## config.mk

```make
export PLATFORM = sky130hd
export DESIGN_NAME = slot_table_with_oldest_victim
export DESIGN_NICKNAME = d
export VERILOG_FILES = /design/src/sv/sto_pkg.sv /design/src/sv/slot_table_with_oldest_victim.sv /design/src/sv/sto_ram.sv /design/src/sv/sto_victim.sv
export SDC_FILE = /design/constraint.sdc
export NUM_CORES = 2
export LEC_CHECK = 0
export ABC_AREA = 1
export CORE_AREA = 3 3 627 567
export DETAILED_ROUTE_END_ITERATION = 10
export DIE_AREA = 0 0 630 570
export DONT_BUFFER_PORTS = 1
export PLACE_DENSITY = 0.44
export RECOVER_POWER = 50
export SETUP_SLACK_MARGIN = 0.5
export SYNTH_ARGS = -nofsm -noshare
export SYNTH_HDL_FRONTEND = slang
export SYNTH_SLANG_ARGS = --single-unit
```

## constraint.sdc

```tcl
create_clock -name i_clk -period 4.6 [get_ports i_clk]
set_input_delay 0.69 -clock i_clk [delete_from_list [all_inputs] [get_ports i_clk]]
set_output_delay 0.69 -clock i_clk [all_outputs]
set_load 0.01 [all_outputs]
```

## src/sv/sto_pkg.sv

```systemverilog
`timescale 1ns / 1ps

package sto_pkg;

    localparam int HANDLE_W = 6;
    localparam int STAMP_W  = 32;
    localparam int ACTIVE_W = 7;

    // command codes
    typedef enum logic [2:0] {
        OP_LOAD     = 3'd0,
        OP_UNLOAD   = 3'd1,
        OP_FREE     = 3'd2,
        OP_RESERVE  = 3'd3,
        OP_FIND     = 3'd4,
        OP_QUERY    = 3'd5
    } t_opcode;

    // result status codes
    localparam logic [1:0] STS_OK       = 2'd0;
    localparam logic [1:0] STS_ERR      = 2'd1;
    localparam logic [1:0] STS_NO_FREE  = 2'd2;
    localparam logic [1:0] STS_NO_SPACE = 2'd3;

    // one table entry as held in memory
    typedef struct packed {
        logic               used;
        logic               loaded;
        logic               reserved;
        logic [STAMP_W-1:0] stamp;
    } t_entry;

    // control from the sequencer to the victim tracker
    typedef struct packed {
        logic clear;
        logic sample;
        logic eligible;
    } t_vic_ctl;

endpackage

```

## src/sv/slot_table_with_oldest_victim.sv

```systemverilog
`timescale 1ns / 1ps

// Slot table with oldest-victim selection. All slot state (used, loaded and
// reserved marks and the 32-bit load stamp) lives in one memory with one
// write and one registered read port; a sequencer reads, modifies and writes
// entries back, one request at a time. After reset a clearing pass writes
// every entry, during which no request is taken (configuration writes are
// taken). Load with any slot and find_oldest sweep the memory one entry per
// cycle; load stops at the first free index, while find_oldest sweeps every
// entry to clear reservations, even beyond active_slots. A result waits in an
// output register; the next request is taken while it waits.

module slot_table_with_oldest_victim
    import sto_pkg::*;
#(
    parameter int SLOT_COUNT = 64
) (
    input  logic                i_clk,
    input  logic                i_rst_n,
    // configuration
    input  logic                i_cfg_valid,
    output logic                o_cfg_ready,
    input  logic [ACTIVE_W-1:0] i_cfg_data,
    // request channel
    input  logic                i_in_valid,
    output logic                o_in_stall,
    input  logic [2:0]          i_opcode,
    input  logic [HANDLE_W-1:0] i_handle,
    input  logic                i_any_slot,
    input  logic [STAMP_W-1:0]  i_time_now,
    input  logic                i_space_ok,
    input  logic                i_slot_busy,
    // result channel
    output logic                o_out_valid,
    input  logic                i_out_stall,
    output logic [1:0]          o_status,
    output logic [HANDLE_W-1:0] o_handle_out,
    output logic                o_loaded_flag
);

    localparam int AW = $clog2(SLOT_COUNT);
    localparam int CW = $clog2(SLOT_COUNT + 1);
    localparam int WW = (CW > ACTIVE_W) ? CW : ACTIVE_W;
    localparam logic [AW-1:0] LAST = AW'(SLOT_COUNT - 1);

    typedef enum logic [2:0] {
        ST_INIT,
        ST_IDLE,
        ST_EXEC,
        ST_MOD,
        ST_SCAN,
        ST_PUT,
        ST_FIN,
        ST_RESP
    } t_state;

    t_state              r_state, n_state;
    logic [ACTIVE_W-1:0] r_active;

    // held request
    t_opcode             r_op;
    logic [HANDLE_W-1:0] r_handle;
    logic                r_any;
    logic [STAMP_W-1:0]  r_now;
    logic                r_space;
    logic                r_busy;

    // sweep control
    logic [AW-1:0]       r_idx;
    logic                r_rd_done;
    logic                r_pend;
    logic [AW-1:0]       r_pend_idx;
    logic [AW-1:0]       r_end, n_end;
    logic [AW-1:0]       r_slot, n_slot;

    // pending result and output register
    logic [1:0]          r_res_status, n_res_status;
    logic [HANDLE_W-1:0] r_res_handle, n_res_handle;
    logic                r_res_flag, n_res_flag;
    logic                r_out_valid;
    logic [1:0]          r_out_status;
    logic [HANDLE_W-1:0] r_out_handle;
    logic                r_out_flag;

    // memory ports
    logic                ram_we;
    logic [AW-1:0]       ram_waddr;
    t_entry              ram_wdata;
    logic [AW-1:0]       ram_raddr;
    t_entry              ram_rdata;

    t_vic_ctl            vic_ctl;
    logic                vic_have;
    logic [AW-1:0]       vic_best;

    logic                in_acc;
    logic                out_free;
    logic [WW-1:0]       live;
    logic [WW-1:0]       live_m1;
    logic [WW-1:0]       h_w;
    logic [AW-1:0]       h_addr;
    logic                h_bad;
    logic [31:0]         slot_w;
    logic [31:0]         best_w;
    t_entry              fill;

    assign in_acc   = i_in_valid && !o_in_stall;
    assign out_free = !r_out_valid || !i_out_stall;

    // clamp the active count to the table size
    assign live    = (WW'(r_active) > WW'(SLOT_COUNT)) ? WW'(SLOT_COUNT) : WW'(r_active);
    assign live_m1 = live - WW'(1);
    assign h_w     = WW'(r_handle);
    assign h_addr  = h_w[AW-1:0];
    assign h_bad   = (h_w >= live);
    assign slot_w  = 32'(r_slot);
    assign best_w  = 32'(vic_best);

    // entry written by a load: taken and stamped, or left cleared
    always_comb begin
        fill = '0;
        if (r_space) begin
            fill.used   = 1'b1;
            fill.loaded = 1'b1;
            fill.stamp  = r_now;
        end
    end

    sto_ram #(
        .WIDTH ($bits(t_entry)),
        .DEPTH (SLOT_COUNT)
    ) u_ram (
        .i_clk   (i_clk),
        .i_we    (ram_we),
        .i_waddr (ram_waddr),
        .i_wdata (ram_wdata),
        .i_raddr (ram_raddr),
        .o_rdata (ram_rdata)
    );

    sto_victim #(
        .IDX_W (AW)
    ) u_victim (
        .i_clk   (i_clk),
        .i_rst_n (i_rst_n),
        .i_ctl   (vic_ctl),
        .i_idx   (r_pend_idx),
        .i_stamp (ram_rdata.stamp),
        .o_have  (vic_have),
        .o_best  (vic_best)
    );

    // sequencer: decode, memory accesses and result
    always_comb begin
        n_state      = r_state;
        n_end        = r_end;
        n_slot       = r_slot;
        n_res_status = r_res_status;
        n_res_handle = r_res_handle;
        n_res_flag   = r_res_flag;
        ram_we       = 1'b0;
        ram_waddr    = h_addr;
        ram_wdata    = '0;
        ram_raddr    = r_idx;
        vic_ctl      = '0;
        case (r_state)
            ST_INIT: begin
                ram_we    = 1'b1;
                ram_waddr = r_idx;
                if (r_idx == LAST) begin
                    n_state = ST_IDLE;
                end
            end
            ST_IDLE: begin
                if (in_acc) begin
                    n_state = ST_EXEC;
                end
            end
            ST_EXEC: begin
                ram_raddr    = h_addr;
                n_res_status = STS_ERR;
                n_res_handle = '0;
                n_res_flag   = 1'b0;
                n_state      = ST_RESP;
                case (r_op)
                    OP_LOAD: begin
                        if (r_any) begin
                            if (live == '0) begin
                                n_res_status = STS_NO_FREE;
                            end else begin
                                n_end   = live_m1[AW-1:0];
                                n_state = ST_SCAN;
                            end
                        end else if (!h_bad && !r_busy) begin
                            ram_we    = 1'b1;
                            ram_wdata = fill;
                            if (r_space) begin
                                n_res_status = STS_OK;
                                n_res_handle = r_handle;
                            end else begin
                                n_res_status = STS_NO_SPACE;
                            end
                        end
                    end
                    OP_UNLOAD: begin
                        if (!h_bad && !r_busy) begin
                            n_state = ST_MOD;
                        end
                    end
                    OP_FREE: begin
                        if (!h_bad && !r_busy) begin
                            ram_we       = 1'b1;
                            n_res_status = STS_OK;
                        end
                    end
                    OP_RESERVE, OP_QUERY: begin
                        if (!h_bad) begin
                            n_state = ST_MOD;
                        end
                    end
                    OP_FIND: begin
                        vic_ctl.clear = 1'b1;
                        n_end         = LAST;
                        n_state       = ST_SCAN;
                    end
                    default: begin
                        n_state = ST_RESP;
                    end
                endcase
            end
            ST_MOD: begin
                ram_wdata    = ram_rdata;
                n_res_status = STS_OK;
                n_state      = ST_RESP;
                case (r_op)
                    OP_UNLOAD: begin
                        ram_wdata.loaded = 1'b0;
                        ram_we = ram_rdata.used && ram_rdata.loaded;
                    end
                    OP_RESERVE: begin
                        ram_wdata.reserved = 1'b1;
                        ram_we = ram_rdata.used && ram_rdata.loaded;
                    end
                    OP_QUERY: begin
                        if (ram_rdata.used) begin
                            n_res_flag = ram_rdata.loaded;
                        end else begin
                            n_res_status = STS_ERR;
                        end
                    end
                    default: begin
                        n_res_status = STS_ERR;
                    end
                endcase
            end
            ST_SCAN: begin
                if (r_op == OP_LOAD) begin
                    // stop at the first unused slot
                    if (r_pend && !ram_rdata.used) begin
                        n_slot  = r_pend_idx;
                        n_state = ST_PUT;
                    end else if (r_pend && (r_pend_idx == r_end)) begin
                        n_res_status = STS_NO_FREE;
                        n_state      = ST_RESP;
                    end
                end else begin
                    // write back with the reservation dropped, offer as candidate
                    if (r_pend) begin
                        ram_we             = 1'b1;
                        ram_waddr          = r_pend_idx;
                        ram_wdata          = ram_rdata;
                        ram_wdata.reserved = 1'b0;
                        vic_ctl.sample     = 1'b1;
                        vic_ctl.eligible   = (WW'(r_pend_idx) < live) && ram_rdata.used
                                             && ram_rdata.loaded && !ram_rdata.reserved;
                        if (r_pend_idx == r_end) begin
                            n_state = ST_FIN;
                        end
                    end
                end
            end
            ST_PUT: begin
                ram_we    = 1'b1;
                ram_waddr = r_slot;
                ram_wdata = fill;
                if (r_space) begin
                    n_res_status = STS_OK;
                    n_res_handle = slot_w[HANDLE_W-1:0];
                end else begin
                    n_res_status = STS_NO_SPACE;
                end
                n_state = ST_RESP;
            end
            ST_FIN: begin
                if (vic_have) begin
                    n_res_status = STS_OK;
                    n_res_handle = best_w[HANDLE_W-1:0];
                end
                n_state = ST_RESP;
            end
            ST_RESP: begin
                if (out_free) begin
                    n_state = ST_IDLE;
                end
            end
            default: begin
                n_state = ST_IDLE;
            end
        endcase
    end

    // hold state, counters, request fields and registered outputs
    always_ff @(posedge i_clk) begin
        if (!i_rst_n) begin
            r_state     <= ST_INIT;
            r_active    <= ACTIVE_W'(64);
            r_idx       <= '0;
            r_rd_done   <= 1'b0;
            r_pend      <= 1'b0;
            r_out_valid <= 1'b0;
        end else begin
            r_state <= n_state;
            if (i_cfg_valid && o_cfg_ready) begin
                r_active <= i_cfg_data;
            end
            // advance the sweep address
            case (r_state)
                ST_INIT: begin
                    r_idx <= (r_idx == LAST) ? '0 : r_idx + AW'(1);
                end
                ST_EXEC: begin
                    r_idx     <= '0;
                    r_rd_done <= 1'b0;
                    r_pend    <= 1'b0;
                end
                ST_SCAN: begin
                    r_pend <= !r_rd_done;
                    if (!r_rd_done) begin
                        if (r_idx == r_end) begin
                            r_rd_done <= 1'b1;
                        end else begin
                            r_idx <= r_idx + AW'(1);
                        end
                    end
                end
                default: begin
                    r_pend <= 1'b0;
                end
            endcase
            // present a result, drop it once taken
            if (r_state == ST_RESP && out_free) begin
                r_out_valid <= 1'b1;
            end else if (r_out_valid && !i_out_stall) begin
                r_out_valid <= 1'b0;
            end
        end
        r_end        <= n_end;
        r_slot       <= n_slot;
        r_res_status <= n_res_status;
        r_res_handle <= n_res_handle;
        r_res_flag   <= n_res_flag;
        r_pend_idx   <= r_idx;
        if (in_acc) begin
            r_op     <= t_opcode'(i_opcode);
            r_handle <= i_handle;
            r_any    <= i_any_slot;
            r_now    <= i_time_now;
            r_space  <= i_space_ok;
            r_busy   <= i_slot_busy;
        end
        if (r_state == ST_RESP && out_free) begin
            r_out_status <= r_res_status;
            r_out_handle <= r_res_handle;
            r_out_flag   <= r_res_flag;
        end
    end

    assign o_cfg_ready   = 1'b1;
    assign o_in_stall    = (r_state != ST_IDLE);
    assign o_out_valid   = r_out_valid;
    assign o_status      = r_out_status;
    assign o_handle_out  = r_out_handle;
    assign o_loaded_flag = r_out_flag;

endmodule

```

## src/sv/sto_ram.sv

```systemverilog
`timescale 1ns / 1ps

module sto_ram #(
    parameter int WIDTH = 35,
    parameter int DEPTH = 64
) (
    input  logic                     i_clk,
    input  logic                     i_we,
    input  logic [$clog2(DEPTH)-1:0] i_waddr,
    input  logic [WIDTH-1:0]         i_wdata,
    input  logic [$clog2(DEPTH)-1:0] i_raddr,
    output logic [WIDTH-1:0]         o_rdata
);

    logic [WIDTH-1:0] r_mem [DEPTH];
    logic [WIDTH-1:0] r_rdata;

    // write one word, read one word with a registered output
    always_ff @(posedge i_clk) begin
        if (i_we) begin
            r_mem[i_waddr] <= i_wdata;
        end
        r_rdata <= r_mem[i_raddr];
    end

    assign o_rdata = r_rdata;

endmodule

```

## src/sv/sto_victim.sv

```systemverilog
`timescale 1ns / 1ps

module sto_victim
    import sto_pkg::*;
#(
    parameter int IDX_W = 6
) (
    input  logic               i_clk,
    input  logic               i_rst_n,
    input  t_vic_ctl           i_ctl,
    input  logic [IDX_W-1:0]   i_idx,
    input  logic [STAMP_W-1:0] i_stamp,
    output logic               o_have,
    output logic [IDX_W-1:0]   o_best
);

    logic               r_have;
    logic [IDX_W-1:0]   r_best;
    logic [STAMP_W-1:0] r_best_stamp;
    logic               take;

    // strictly smaller stamp wins, so ties keep the lower index seen first
    assign take = i_ctl.sample && i_ctl.eligible && (!r_have || (i_stamp < r_best_stamp));

    // track the oldest candidate over the sweep
    always_ff @(posedge i_clk) begin
        if (!i_rst_n) begin
            r_have <= 1'b0;
        end else if (i_ctl.clear) begin
            r_have <= 1'b0;
        end else if (take) begin
            r_have <= 1'b1;
        end
        if (take) begin
            r_best       <= i_idx;
            r_best_stamp <= i_stamp;
        end
    end

    assign o_have = r_have;
    assign o_best = r_best;

endmodule

```

Yosys cells after proc, flatten, opt, wreduce, memory -nomap -nowiden --
Memory sizes are Yosys's and may differ from the RTL's. A register that Yosys moved wholly into a read port is not among the register bits. Cells that the tools add are included.
Cells by class: add/sub/neg operators 2, $lt $le $gt $ge 4, equal/unequal tests 33, muxes and demuxes 79, bitwise gates (word level) 1, reductions and logical operators 45
Operators with widths (number):
- two-way mux 35 bit | 5
- one-hot mux 35 bit (4 select lines) | 1
- two-way mux 6 bit | 14
- one-hot mux 6 bit (3 select lines) | 3
- less-than comparator 32 bit | 1
- two-way mux 32 bit | 1
- two-way mux 3 bit | 10
- two-way mux 2 bit | 14
- inequality test 2 bit, second input constant | 12
- two-way mux 1 bit | 19
- == test 3 bit, second input constant | 6
- one-hot mux 3 bit (6 select lines) | 1
- == test 3 x 2 -> 1 bit, second input constant | 4
- == test 6 bit | 2
- logical AND 1 bit | 12
- one-hot mux 3 bit (4 select lines) | 1
- one-hot mux 6 bit (2 select lines) | 1
- AND reduction 3 bit | 4
- one-hot mux 1 bit (2 select lines) | 5
- one-hot mux 2 bit (5 select lines) | 1
- logical NOT 1 bit | 9
- nonzero test 2 bit | 4
- OR reduction 2 bit | 4
- >= comparator 6 x 7 -> 1 bit | 1
- 23 further kinds | 29
Word-level totals: bits in registers 138, bits in writable memories 2240, bits of input ports 56, word-level logic and storage cells 189, memories 1
Memory list:
- u_ram.r_mem | words 64, width 35, read ports 1, clocked after memory_dff 1, wr ports 1, line sto_ram.sv:15 | logic [WIDTH-1:0] r_mem [DEPTH];

Longest topological paths before layout --
word-level depth 11, gate-level depth with buffers 16, depth with buffers taken out 13

By module --
Synthesis repeated with hierarchy kept, for this count alone.
Unflattened totals: cell total of the unflattened synthesis 8337, area, all modules 98568.3 um^2
Modules (own cells, without submodules):
- sto_ram | instances 1, cells each 7418, area an instance 90732.0 um^2, sequential area each 67965.2 um^2
- slot_table_with_oldest_victim | instances 1, cells each 744, area an instance 5835.6 um^2, sequential area each 2722.6 um^2
- sto_victim | instances 1, cells each 175, area an instance 2000.7 um^2, sequential area each 1161.1 um^2

Worst setup path after synthesis --
No wires, ideal clock.
path type reg2reg, from register r_op[2], to memory u_ram.r_mem[0][33] (data pin), setup time 0.720 ns, data arrival time 3.776 ns, data required time 3.880 ns, slack 0.104 ns, cell stages (with the launch flop) 8, period minus slack after synthesis 4.496 ns, cell sequence edfxtp_1 -> inv_1 -> nand2_1 -> nand2_1 -> nor2_4 -> buf_6 -> nor2_1 -> o31ai_1
RTL lines:
- start: declaration | line slot_table_with_oldest_victim.sv:61 | t_opcode r_op;
- start signal: assignment | line slot_table_with_oldest_victim.sv:364 | r_op <= t_opcode'(i_opcode);
- end: declaration | line sto_ram.sv:15

==> flow_metrics.env <==
export IMPL_status="complete, but fails checks"
export IMPL_violations="capacitance limit, slew limit"
export IMPL_first_global_vias=68930
export IMPL_drc=0
export IMPL_syn_area_um2=104500
export IMPL_swShare_pct=23.79
export IMPL_async_flop_share_pct=0
export IMPL_fillCellCount=34960
export IMPL_power_frac_comb_pct=7.2
export IMPL_synthCells=9869
export IMPL_worstMarginPinSlew_ns=2.056
export IMPL_hold_slack_ns=0.09237
export IMPL_yosys_warnings=0
export IMPL_pre_cts_slack_ns=0.5480
export IMPL_rsz0062_at_grt="no"
export IMPL_drtAntennaViolNets=0
export IMPL_grt_max_degree=108
export IMPL_rows=206
export IMPL_port_buffer_count=0
export IMPL_synth_area_leaders="edfxtp_1 68%, nand3_1 9.9%, nand2_1 9.1%"
export IMPL_internal_power_mw=36.42
export IMPL_final_max_slew_viol_count=128
export IMPL_dieArea_um2=359100
export IMPL_cts_buffers=268
export IMPL_path_clk_slew_ns=0.06
export IMPL_worstSetupPathType="flip-flop to flip-flop"
export IMPL_cp_end_kind="flip-flop"
export IMPL_final_common_cell="nand2_1"
export IMPL_hp_class="primary input to flip-flop"
export IMPL_hold_violations=0
export IMPL_min_period_over_period_pct=92.69
export IMPL_h_tree_depth=5
export IMPL_cts_tree="done"
export IMPL_p_switching_mw=11.37
export IMPL_clock_latency_ns=0.84
export IMPL_pwr_share_clk_pct=42.4
export IMPL_grt_pass1_wl_mm=519.7
export IMPL_pwr_share_seq_pct=50.4
export IMPL_p_per_area_nw_per_um2=394.1
export IMPL_cp_start_kind="flip-flop"
export IMPL_leakagePower_nw=50.32
export IMPL_num_vias=71960
export IMPL_worst_slack_ns=0.3363
export IMPL_cts_sinks=2413
export IMPL_gp_congestion=0.8508
export IMPL_critical_path_required_ns=5.06
export IMPL_grt_antenna_before_repair=20
export IMPL_synth_cell_types=43
export IMPL_via_per_inst=4.828
export IMPL_die_y_um=570
export IMPL_yosysSeqAreaShare_pct=68.73
export IMPL_fin_skew_ns=0.05017
export IMPL_gr_total_overflow=0
export IMPL_clockRootBuffer="clkbuf_16"
export IMPL_setup_tns_ns=0
export IMPL_fmax_mhz=234.5
export IMPL_avgSynthCellArea_um2=10.59
export IMPL_ys_dominant_reg_cell="edfxtp_1"
export IMPL_drt_pass1_iter_count=5
export IMPL_core_region_area_um2=349500
export IMPL_ff2ff_path_depth=6
export IMPL_maxSlewHeadroom_pct=-37.20
export IMPL_io_pins=68
export IMPL_drive_above_1_share_pct=7.494
export IMPL_synth_edf_count=2352
export IMPL_clockBufferDepth=4
export IMPL_max_cap_violations=4
export IMPL_grt_util_all_layers_pct=19.98
export IMPL_synth_top_area_share_pct=67.56
export IMPL_post_dp_hpwl_mm=205.5
export IMPL_first_iter_violations=7296
export IMPL_p_total_mw=47.78
export IMPL_arrival_ns=4.73
export IMPL_holdPathStages=2
export IMPL_wl_mm=367.7
export IMPL_dieWidth_um=630
export IMPL_worst_path_max_fanout=34
export IMPL_start_util_pct=29.91
export IMPL_final_cell_mix="2,513 x nand2_1, 2,352 x edfxtp_1, 2,070 x nand3_1, 1,752 x inv_1, 277 x clkbuf_16"
export IMPL_finalCriticalPeriod_ns=4.264
export IMPL_synthToLayoutAreaGrowth_pct=15.98
export IMPL_synthesis_nets=9970
export IMPL_ys_seq_elements=2413
export IMPL_wire_per_inst_um=24.67
export IMPL_setup_violations=0
export IMPL_synth_largest_area_cell="edfxtp_1"
export IMPL_nets=10130
export IMPL_vdd_drop_max_v=0.0002780
-- layer usage --
layer  vias to the layer above  track usage [%]  part of all wire, %
li1                      32990                -                    -
met4                         0            6.210                  3.3
met5                         -                0                    0
met1                     36220            28.29                   45
met3                       496            2.456                  5.9
met2                      2254            31.93                   46
-- Yosys cell counts (all sizes together) (17+ instances only) --
| cell type | instances |
|---|---|
| edfxtp | 2352 |
| nand3 | 2071 |
| nand3b | 176 |
| dfxtp | 61 |
| buf | 400 |
| o211ai | 44 |
| nor2 | 131 |
| a21oi | 45 |
| o21ai | 67 |
| clkbuf | 130 |
| nand2 | 2529 |
| inv | 1757 |
| ha | 45 |
| nand4 | 17 |
-- critical path: stages, from the launching register on --
cell and delay (ns):
dfxtp_1 0.51, nand2_1 0.12, nor2_1 0.20, clkbuf_1 1.33, o21ai_0 0.55, nand2_1 0.25
clkbuf_2 0.83
-- stage by stage --
step           cell area (um2)  cells  utilization [%]
2_1_floorplan           104500   9869                -
3_3_place_gp            113500  14370            32.47
3_5_place_dp            113500  14370            32.47
4_1_cts                 122000  14890            34.90
5_1_grt                 121200  14900            34.69
6_report                121200  14900            34.69
-- layout make-up --
class / instances / area [um2] / share of cell area, %
multi-input cells: 5168 / 24110 / 19.89
diodes: 3 / 7.507 / 0.006192
repair buffers: 415 / 4816 / 3.972
well taps: 4680 / 5856 / 4.830
flip-flops and latches: 2413 / 71850 / 59.26
clock inverters: 118 / 734.5 / 0.6058
inverters: 1758 / 6618 / 5.458
clock buffers: 349 / 7242 / 5.973
-- kinds of logic (layout without fill, tap and decap cells) --
logic type      Yosys count  in the layout  synth area share (%)
compound gates          178            178                 1.052
flops                  2413           2413                 68.73
fa+ha+maj                45             45                0.5386
xor+xnor                  5              5               0.04189
buf+inv                2288           2640                 8.695
other cells               1              4              0.003587
simple gates           4939           4939                 20.94
-- final timing paths --
check	from	end	slack (ns)
hold reg to reg	r_res_status[1]	o_status[1]	0.43
setup / recovery	r_state[1]	u_ram.r_mem[16][24]	0.34
hold / removal	i_cfg_data[0]	r_active[0]	0.09
setup reg to reg	r_state[1]	u_ram.r_mem[16][24]	0.34
-- flip-flops by register name, summed over array words and instances, names as in the netlist, 3 cells and up --
| name | cells |
|---|---|
| r_end | 6 |
| r_idx | 6 |
| r_active | 7 |
| u_victim.o_best | 6 |
| r_res_handle | 6 |
| o_handle_out | 6 |
| u_ram.r_mem | 2240 |
| r_pend_idx | 6 |
| r_now | 32 |
| r_slot | 6 |
| r_op | 3 |
| r_state | 3 |
| u_ram.o_rdata | 35 |
| u_victim.r_best_stamp | 32 |
| h_addr | 6 |
-- repair_timing --
item	in CTS	in global routing
hold buffers	53	0
endpoints found under the setup margin	0	281
hold endpoints to repair	55	0
gates resized for setup	0	2
buffers inserted	0	12
-- power by group through the flow --
stage	sequential (mW)	clock, mW	combinational (mW)
global route	24.1	21.6	3.73
floorplan	24.5	0	2.06
global placement	24.6	0	3.39
detailed placement	24.6	0	3.40
CTS	24.1	20.8	3.45
finish	24.1	20.3	3.43
(Power assumes the default switching activity.)
